<file path="config.mk">
export PLATFORM = sky130hd
export DESIGN_NAME = threshold_counter_bank_core
export DESIGN_NICKNAME = d
export VERILOG_FILES = /design/src/rtl/core/tcb_pkg.sv /design/src/rtl/core/tcb_entry_ram.sv /design/src/rtl/core/tcb_update.sv /design/src/rtl/core/threshold_counter_bank_core.sv
export VERILOG_INCLUDE_DIRS = /design/src /design/src/rtl/core
export SDC_FILE = /design/constraint.sdc
export NUM_CORES = 2
export LEC_CHECK = 0
export ABC_AREA = 0
export BUFFER_PORTS_ARGS = -buffer_cell sky130_fd_sc_hd__buf_2
export CELL_PAD_IN_SITES_DETAIL_PLACEMENT = 1
export CELL_PAD_IN_SITES_GLOBAL_PLACEMENT = 2
export CORE_MARGIN = 3
export CORE_UTILIZATION = 51
export DETAILED_ROUTE_END_ITERATION = 6
export HOLD_SLACK_MARGIN = 0.02
export PLACE_DENSITY_LB_ADDON = 0.1
export SYNTH_ARGS = -nofsm -noshare
export SYNTH_HDL_FRONTEND = slang
export SYNTH_SLANG_ARGS = --single-unit
</file>
<file path="constraint.sdc">
create_clock -name clk_i -period 20.2 [get_ports clk_i]
set_input_delay 2.02 -clock clk_i [delete_from_list [all_inputs] [get_ports clk_i]]
set_output_delay 2.02 -clock clk_i [all_outputs]
set_load 0.005 [all_outputs]
</file>
<file path="src/rtl/core/threshold_counter_bank_core_macros.svh">
// Assertion macros for the threshold counter bank core.
// No dependencies; included by the modules that carry assertions.
`ifndef THRESHOLD_COUNTER_BANK_CORE_MACROS_SVH
`define THRESHOLD_COUNTER_BANK_CORE_MACROS_SVH

// Same-cycle implication, disabled while reset is asserted
`define TCB_ASSERT_IMP(name, clk, rstn, ante, cons, msg) \
  name: assert property (@(posedge clk) disable iff (!rstn) (ante) |-> (cons)) \
    else $error(msg);

// Next-cycle implication, disabled while reset is asserted
`define TCB_ASSERT_NXT(name, clk, rstn, ante, cons, msg) \
  name: assert property (@(posedge clk) disable iff (!rstn) (ante) |=> (cons)) \
    else $error(msg);

`endif

</file>
<file path="src/rtl/core/tcb_pkg.sv">
// Shared types and constants for the threshold counter bank core.
// No dependencies; imported by every module of the block.
package tcb_pkg;

  localparam int unsigned NUM_ENTRIES_DEF = 16;
  localparam logic [31:0] ALL_ENTRIES     = 32'h0000_00ff;
  localparam logic [31:0] COUNT_MAX       = 32'hffff_ffff;

  // Request codes; code 3 is unused
  typedef enum logic [1:0] {
    REQ_INCREMENT = 2'd0,
    REQ_RESET     = 2'd1,
    REQ_SET_PARAM = 2'd2
  } req_type_e;

  typedef struct packed {
    logic [1:0]  req_type;
    logic [31:0] counter_index;
    logic [31:0] new_threshold;
    logic [7:0]  new_arm;
  } req_t;

  typedef struct packed {
    logic        status;
    logic        anomaly_raised;
    logic [7:0]  anomaly_index;
    logic [31:0] count_value;
  } rsp_t;

  // One word of the entry RAM
  typedef struct packed {
    logic [31:0] count;
    logic [31:0] threshold;
    logic        armed;
  } entry_t;

  // Update decision handed from the update logic to the control
  typedef struct packed {
    logic   wr_en;
    logic   clr_all;
    entry_t wr_entry;
    rsp_t   rsp;
  } upd_t;

endpackage

</file>
<file path="src/rtl/core/tcb_entry_ram.sv">
// Single-port-write, registered-read RAM holding counter, threshold and arm flag.
// Depends on tcb_pkg for the entry word type.
module tcb_entry_ram #(
  parameter int unsigned DEPTH = tcb_pkg::NUM_ENTRIES_DEF
) (
  input  logic                                    clk_i,
  input  logic                                    we_i,
  input  logic [((DEPTH > 1) ? $clog2(DEPTH) : 1)-1:0] waddr_i,
  input  tcb_pkg::entry_t                         wdata_i,
  input  logic                                    re_i,
  input  logic [((DEPTH > 1) ? $clog2(DEPTH) : 1)-1:0] raddr_i,
  output tcb_pkg::entry_t                         rdata_o
);
  import tcb_pkg::*;

  entry_t mem_q [DEPTH];
  entry_t rdata_q;

  // Write port
  always_ff @(posedge clk_i) begin
    if (we_i) begin
      mem_q[waddr_i] <= wdata_i;
    end
  end

  // Read port, registered
  always_ff @(posedge clk_i) begin
    if (re_i) begin
      rdata_q <= mem_q[raddr_i];
    end
  end

  assign rdata_o = rdata_q;

endmodule

</file>
<file path="src/rtl/core/tcb_update.sv">
// Read-modify-write logic: next entry word and result for one request.
// Depends on tcb_pkg for request, entry and result types.
module tcb_update #(
  parameter int unsigned NUM_ENTRIES = tcb_pkg::NUM_ENTRIES_DEF
) (
  input  tcb_pkg::req_t   req_i,
  input  tcb_pkg::entry_t cur_i,
  output tcb_pkg::upd_t   upd_o
);
  import tcb_pkg::*;

  logic        in_range;
  logic [31:0] inc_count;
  logic        fire;
  logic        arm_bad;

  assign in_range  = req_i.counter_index < 32'(NUM_ENTRIES);
  // Plain 32-bit add wraps all ones to zero
  assign inc_count = cur_i.count + 32'd1;
  assign fire      = cur_i.armed && (inc_count >= cur_i.threshold);
  assign arm_bad   = req_i.new_arm > 8'd1;

  // Request decode
  always_comb begin
    upd_o                 = '0;
    upd_o.wr_entry        = cur_i;
    upd_o.rsp.status      = 1'b1;
    case (req_i.req_type)
      REQ_INCREMENT: begin
        if (in_range) begin
          upd_o.wr_en                = 1'b1;
          upd_o.wr_entry.count       = inc_count;
          upd_o.wr_entry.armed       = cur_i.armed & ~fire;
          upd_o.rsp.status           = 1'b0;
          upd_o.rsp.anomaly_raised   = fire;
          upd_o.rsp.anomaly_index    = fire ? req_i.counter_index[7:0] : 8'd0;
          upd_o.rsp.count_value      = inc_count;
        end
      end
      REQ_RESET: begin
        if (in_range) begin
          upd_o.wr_en          = 1'b1;
          upd_o.wr_entry.count = '0;
          upd_o.rsp.status     = 1'b0;
        end else if (req_i.counter_index == ALL_ENTRIES) begin
          upd_o.clr_all    = 1'b1;
          upd_o.rsp.status = 1'b0;
        end
      end
      REQ_SET_PARAM: begin
        if (in_range) begin
          upd_o.wr_en              = 1'b1;
          upd_o.wr_entry.threshold = req_i.new_threshold;
          upd_o.wr_entry.armed     = arm_bad ? 1'b0 : req_i.new_arm[0];
          upd_o.rsp.status         = arm_bad;
          upd_o.rsp.count_value    = cur_i.count;
        end
      end
      default: begin
        upd_o.rsp.status = 1'b1;
      end
    endcase
  end

endmodule

</file>
<file path="src/rtl/core/threshold_counter_bank_core.sv">
// Top level of the threshold counter bank: control, valid bits, RAM and update.
// Depends on tcb_pkg, tcb_entry_ram, tcb_update and the assertion macro header.
//
//   Channel   Handshake          Payload
//   request   start / busy       req_i  (tcb_pkg::req_t)
//   result    done_o strobe      rsp_o  (tcb_pkg::rsp_t)
//
// Each request reads the entry RAM, then updates, writes back and registers the
// result. busy is high for the update cycle, which keeps the next read behind the
// write-back. done_o pulses for one cycle and cannot be stalled. Reset and
// clear-all clear all the per-entry valid bits together; an entry whose valid
// bit is low reads as all zero, so no clearing pass.
`include "threshold_counter_bank_core_macros.svh"

module threshold_counter_bank_core #(
  parameter int unsigned NUM_ENTRIES = tcb_pkg::NUM_ENTRIES_DEF
) (
  input  logic          clk_i,
  input  logic          rst_ni,
  input  logic          start,
  input  tcb_pkg::req_t req_i,
  output logic          busy,
  output logic          done_o,
  output tcb_pkg::rsp_t rsp_o
);
  import tcb_pkg::*;

  localparam int unsigned AW = (NUM_ENTRIES > 1) ? $clog2(NUM_ENTRIES) : 1;

  typedef enum logic {
    ST_IDLE,
    ST_UPDATE
  } state_e;

  state_e                 state_q;
  logic                   done_q;
  rsp_t                   rsp_q;
  req_t                   req_q;
  logic                   ent_vld_q;
  logic [NUM_ENTRIES-1:0] vld_q;

  logic                   accept;
  logic                   rd_in_range;
  logic [AW-1:0]          rd_addr;
  logic [AW-1:0]          wr_addr;
  entry_t                 ram_rdata;
  entry_t                 cur_entry;
  upd_t                   upd;
  logic                   wr_go;
  logic                   clr_go;

  assign accept      = start && !busy;
  assign busy        = (state_q == ST_UPDATE);
  assign rd_in_range = req_i.counter_index < 32'(NUM_ENTRIES);
  assign rd_addr     = rd_in_range ? req_i.counter_index[AW-1:0] : '0;
  assign wr_addr     = req_q.counter_index[AW-1:0];
  assign wr_go       = busy && upd.wr_en;
  assign clr_go      = busy && upd.clr_all;

  // Entries never written since the last clear read as zero
  assign cur_entry = ent_vld_q ? ram_rdata : '0;

  tcb_entry_ram #(
    .DEPTH(NUM_ENTRIES)
  ) u_ram (
    .clk_i  (clk_i),
    .we_i   (wr_go),
    .waddr_i(wr_addr),
    .wdata_i(upd.wr_entry),
    .re_i   (accept),
    .raddr_i(rd_addr),
    .rdata_o(ram_rdata)
  );

  tcb_update #(
    .NUM_ENTRIES(NUM_ENTRIES)
  ) u_update (
    .req_i(req_q),
    .cur_i(cur_entry),
    .upd_o(upd)
  );

  // Control state and registered result
  always_ff @(posedge clk_i or negedge rst_ni) begin
    if (!rst_ni) begin
      state_q <= ST_IDLE;
      done_q  <= 1'b0;
      rsp_q   <= '0;
    end else begin
      done_q <= 1'b0;
      case (state_q)
        ST_IDLE: begin
          if (accept) begin
            state_q <= ST_UPDATE;
          end
        end
        ST_UPDATE: begin
          state_q <= ST_IDLE;
          done_q  <= 1'b1;
          rsp_q   <= upd.rsp;
        end
        default: begin
          state_q <= ST_IDLE;
        end
      endcase
    end
  end

  // Request capture and valid bit of the addressed entry
  always_ff @(posedge clk_i) begin
    if (accept) begin
      req_q     <= req_i;
      ent_vld_q <= vld_q[rd_addr];
    end
  end

  // Per-entry valid bits
  always_ff @(posedge clk_i or negedge rst_ni) begin
    if (!rst_ni) begin
      vld_q <= '0;
    end else if (clr_go) begin
      vld_q <= '0;
    end else if (wr_go) begin
      vld_q[wr_addr] <= 1'b1;
    end
  end

  assign done_o = done_q;
  assign rsp_o  = rsp_q;

  `TCB_ASSERT_NXT(a_accept_busy, clk_i, rst_ni, accept, busy, "accepted request did not hold busy")
  `TCB_ASSERT_NXT(a_update_done, clk_i, rst_ni, busy, done_o, "update cycle gave no result")
  `TCB_ASSERT_NXT(a_single_done, clk_i, rst_ni, done_o, !done_o, "result strobe repeated")
  `TCB_ASSERT_IMP(a_anom_status, clk_i, rst_ni, done_o && rsp_o.anomaly_raised, !rsp_o.status, "anomaly with failing status")
  `TCB_ASSERT_NXT(a_clear_all, clk_i, rst_ni, clr_go, vld_q == '0, "clear-all left valid entries")

endmodule

</file>
After elaboration in Yosys (flattened, before gate mapping)
Memory sizes are Yosys's and may differ from the RTL's. A register that Yosys moved wholly into a read port is not among the register bits.
Index checks and enable logic that the tools add are counted.
W data, S select, Z words.

storage, ports and cells
  memories = 1
  register bits = 135
  RAM bits = 1040

memories
  memory       depth  width  rd ports  clocked after memory_dff  wr ports  RTL line             text
  u_ram.mem_q  16     65     1         1                         1         tcb_entry_ram.sv:16  entry_t mem_q [DEPTH];

operators by class
  $add $sub $neg = 1
  reductions and logical operators = 9
  order comparisons = 7
  bitwise gates (word level) = 4
  eq/ne operators = 3
  mux-type cells = 33

operators with widths
  operator                 count
  $mux W32                 4
  $pmux W32 S2             2
  $mux W65                 1
  $lt A32 B5 Y1 const B    2
  $mux W43                 1
  $mux W34                 1
  $add A32 B1 Y32 const B  1
  $eq A32 B8 Y1 const B    1
  $ge A32 B32 Y1           1
  $mux W16                 2
  $or A16 B16 Y16          1
  $mux W1                  14
  $lt A4 B5 Y1 const B     2
  $mux W9                  1
  $gt A8 B1 Y1 const B     1
  $mux W8                  1
  $logic_and A1 B1 Y1      5
  $bmux W1 S4              1
  $demux W1 S4             1
  $ge A4 B1 Y1 const B     1
  $mux W4                  1
  $pmux W1 S2              2
  $pmux W1 S3              1
  $reduce_or A3 Y1         1
  other kinds (7)          8

Longest topological paths before layout
  word-level depth = 8
  mapped depth = 23
  depth with buffers taken out = 17

Cells and area by module
Synthesis repeated with hierarchy kept, for this count alone.

second synthesis, totals
  cell total of the unflattened synthesis = 2553
  area total of the unflattened synthesis = 49505.0 um^2

modules (own cells, without submodules)
  module                       cells an instance  instances  sequential area each (um^2)  area each (um^2)
  tcb_entry_ram                1673               1          33181.8                      40890.5
  threshold_counter_bank_core  343                1          3753.6                       5201.2
  tcb_update                   537                1          0.0                          3413.3

Worst setup path before layout
OpenSTA, ideal clock, no wires.

  kind = input port to flip-flop
  from = input port start
  to = register state_q, in the netlist busy
  arrival = 8106 ps
  stages on the path = 1
  setup slack = 11327 ps
  cell sequence = nor2b_1

on the way
  longest elaborated chain between the ends = 3

RTL lines
  element               RTL line                            text
  from (decl)           threshold_counter_bank_core.sv:20   input logic start,
  $logic_and A1 B1 Y1   threshold_counter_bank_core.sv:52   assign accept = start && !busy;
  $mux W1               threshold_counter_bank_core.sv:93   if (accept) begin
  $pmux W1 S2           threshold_counter_bank_core.sv:91   case (state_q)
  to (signal assigned)  threshold_counter_bank_core.sv:94   state_q <= ST_UPDATE;
  to (signal assigned)  threshold_counter_bank_core.sv:98   state_q <= ST_IDLE;
  to (signal assigned)  threshold_counter_bank_core.sv:103  state_q <= ST_IDLE;
  to (decl)             threshold_counter_bank_core.sv:35   state_e state_q;

No other way between the ends.
A chain may end at the register's enable or synchronous reset.

==> results.sh <==
export IMPL_die_area_um2=101000
export IMPL_syn_inst=3021
export IMPL_synth_edf_count=1180
export IMPL_hold_class="reg -> reg"
export IMPL_port_buffers=120
export IMPL_final_cell_area_um2=56200
export IMPL_cts_tree="yes"
export IMPL_hpwl_mm=82.0
export IMPL_period_needed_ps=6180
export IMPL_power_density_nw_per_um2=93.8
export IMPL_grt_max_degree=142
export IMPL_irDropWorstVdd_mv=0.0922
export IMPL_syn_nets=3133
export IMPL_std_cell_rows=113
export IMPL_ff_latch_area_um2=36900
export IMPL_postCtsSetupBuffers=0
export IMPL_drt_iter0_drc=3213
export IMPL_synthDistinctLibCells=66
export IMPL_clk_path_buf_depth=3
export IMPL_dp_cells=4320
export IMPL_max_cap_violations=0
export IMPL_cp_start_kind="register"
export IMPL_antenna_found_initial=4
export IMPL_yosysSeqAreaShare_pct=74.2
export IMPL_syn_to_final_growth_pct=12.9
export IMPL_power_leakage_nw=18.7
export IMPL_status="finished clean"
export IMPL_worst_setup_path_type="reg -> reg"
export IMPL_syn_area_um2=49800
export IMPL_wl_mm=146
export IMPL_grt_pass1_wl_mm=214
export IMPL_synth_seq_cells=1240
export IMPL_finalCritPeriodShare_pct=30.6
export IMPL_holdWs_ps=496
export IMPL_grt_use_total_pct=28.8
export IMPL_cts_resized=0
export IMPL_root_buffer="clkbuf_16"
export IMPL_wire_per_inst_um=32.1
export IMPL_max_freq_ghz=0.162
export IMPL_drive_gt1_share_pct=23.3
export IMPL_crit_path_max_fanout=46
export IMPL_grt_pass1_vias=31100
export IMPL_cp_cell_sequence="buf_4, and2_1, ha_1, and4_4, nand4_4, nor4_4, nand4_1, nor4_1, xor2_1, inv_1, ha_1, nand4_1, nor2_1, nand3_1, a31oi_1, nor2_1, o311ai_2, o31ai_1, buf_4"
export IMPL_numCtsBuffers=132
export IMPL_cts_max_level=4
export IMPL_ys_async_sr_fraction_pct=4.84
export IMPL_drv_slew=0
export IMPL_crit_required_ps=20670
export IMPL_slew_headroom_pct=8.90
export IMPL_start_util_pct=51.9
export IMPL_placed_area_um2=52100
export IMPL_ys_warn_count=0
export IMPL_die_h_um=318
export IMPL_core_area_um2=95900
export IMPL_hold_buffers=0
export IMPL_rsz0062_at_grt="false"
export IMPL_routabilityCongestion=0.864
export IMPL_worstPathArrival_ps=6650
export IMPL_layoutNonFillerInstCount=4557
export IMPL_final_setup_viol_count=0
export IMPL_num_vias=29200
export IMPL_tightestPinTransition_ps=1370
export IMPL_nets=3301
export IMPL_synthFlopType="edfxtp_1"
export IMPL_drc_errors=0
export IMPL_boundaryPins=121
export IMPL_routed_via_density=6.40
export IMPL_crit_path_end_kind="register"
export IMPL_die_w_um=318
export IMPL_setup_tns_ps=0
export IMPL_hold_violations=0
export IMPL_avgSynthCellArea_um2=16.5
export IMPL_critPathSlowestCell="o311ai_2"
export IMPL_ant_nets=0
export IMPL_cpPeakStageDelay_ps=660
export IMPL_fill_cells=8653
export IMPL_power_mw=5.27
export IMPL_clk_latency_ps=740
export IMPL_clk_pin_slew_ps=60
export IMPL_cts_sinks=1240
export IMPL_multi_input_area_um2=12200
export IMPL_fin_worst_skew_ps=17.0
export IMPL_grt_overflow_total=0
export IMPL_dr_pass1_iters=5
==> report_power, final <==
part           total (mW)  internal [mW]  switching (mW)
clock                2.29           1.29            1.00
combinational       0.146         0.0386           0.107
sequential           2.83           2.82          0.0106
==> through the flow <==
stage | utilization [%] | setup slack (ps)
after floorplan | - | 11330
after global placement | 54.3 | 14220
after detailed placement | 54.3 | 14070
after CTS | 58.6 | 14020
after global routing | 58.6 | 13550
final | 58.6 | 14020
==> layer usage <==
metal  GRT usage, %  wire length (um)
met2           46.9             70700
met1           41.0             62900
met3           4.35              9230
met4           7.54              3230
met5              0                 0
==> layout make-up <==
class                           instances  share of cell area, %
Antenna cell                            1                0.00446
Clock buffer                          174                   6.27
Clock inverter                         62                  0.953
Inverter                               12                 0.0891
Multi-Input combinational cell       1592                   21.8
Sequential cell                      1240                   65.8
Tap cell                             1265                   2.82
Timing Repair Buffer                  211                   2.32
==> cell families (layout without fill, tap and decap cells) <==
logic type | Yosys count | count (layout) | synth area share, %
flops | 1240 | 1240 | 74.2
mux | 339 | 339 | 9.15
fa+ha+maj | 35 | 35 | 0.880
compound gates | 502 | 502 | 7.02
buf+inv | 189 | 459 | 1.64
other cells | 0 | 1 | 0
xor+xnor | 44 | 44 | 0.775
simple gates | 672 | 672 | 6.30
==> Yosys cell counts (18+ instances only) <==
cell / number / area share [%]
a21o_1: 72 / 1.1
buf_1: 18 / 0.14
buf_2: 23 / 0.23
clkbuf_1: 126 / 0.95
dfrtp_1: 60 / 3.0
edfxtp_1: 1180 / 71
ha_1: 35 / 0.88
mux2_2: 268 / 6.1
mux4_2: 66 / 3.0
nand2_1: 391 / 2.9
nand3_1: 27 / 0.27
nand4_1: 85 / 1.1
nor2_1: 64 / 0.48
o211ai_1: 132 / 2.0
o21a_1: 20 / 0.30
o21ai_0: 44 / 0.44
o22ai_1: 152 / 1.9
o2bb2ai_1: 18 / 0.32
xnor2_1: 25 / 0.44
xor2_1: 19 / 0.33
==> placed cells by master (no fill, tap or decap), drive strengths merged, types with 4 or more instances in the layout <==
cell type / instances
a21o: 72
a32o: 5
and3: 13
a22o: 5
a31oi: 13
nor2b: 9
or3: 4
ha: 35
and4: 5
o21a: 20
nor4: 20
clkinv: 50
nand2: 391
o22ai: 152
buf: 211
xnor2: 25
o21ai: 44
xor2: 19
inv: 20
nor3: 21
nor2: 64
o211ai: 132
nand3: 28
nor3b: 5
nand4: 86
clkbuf: 174
a21oi: 16
nand2b: 5
edfxtp: 1180
and2: 13
o2bb2ai: 18
mux2i: 5
mux2: 268
dfrtp: 60
mux4: 66
a221o: 6
bufinv: 4
==> sequential cells by signal, summed over array words and instances, names as in the netlist <==
name and count:
busy 1, done_o 1, ent_vld_q 1, req_q 74
rsp_o 42, u_ram.mem_q 1040, u_ram.rdata_o 65, vld_q 16
==> worst max-delay path: cells and delay by family (launching register included) <==
| family | cells | cell delay (ps) |
|---|---|---|
| simple gates | 10 | 2510 |
| flops | 1 | 330 |
| compound gates | 3 | 1030 |
| xor+xnor | 1 | 340 |
| fa+ha+maj | 2 | 700 |
| buf+inv | 3 | 950 |
==> final timing paths <==
kind / slack [ps] / depth (start not counted) / to / from
max in group asynchronous: 18110 / 2 / rsp_o[25] / rst_ni
setup / recovery: 14020 / 19 / u_ram.mem_q[3][0] / ent_vld_q
hold / removal: 500 / 1 / vld_q[9] / vld_q[9]
min in group asynchronous: 1490 / 2 / vld_q[7] / rst_ni
setup reg to reg: 14020 / 19 / u_ram.mem_q[3][0] / ent_vld_q
hold reg to reg: 500 / 1 / vld_q[9] / vld_q[9]
Note: power is estimated with default switching activity, not from simulation.
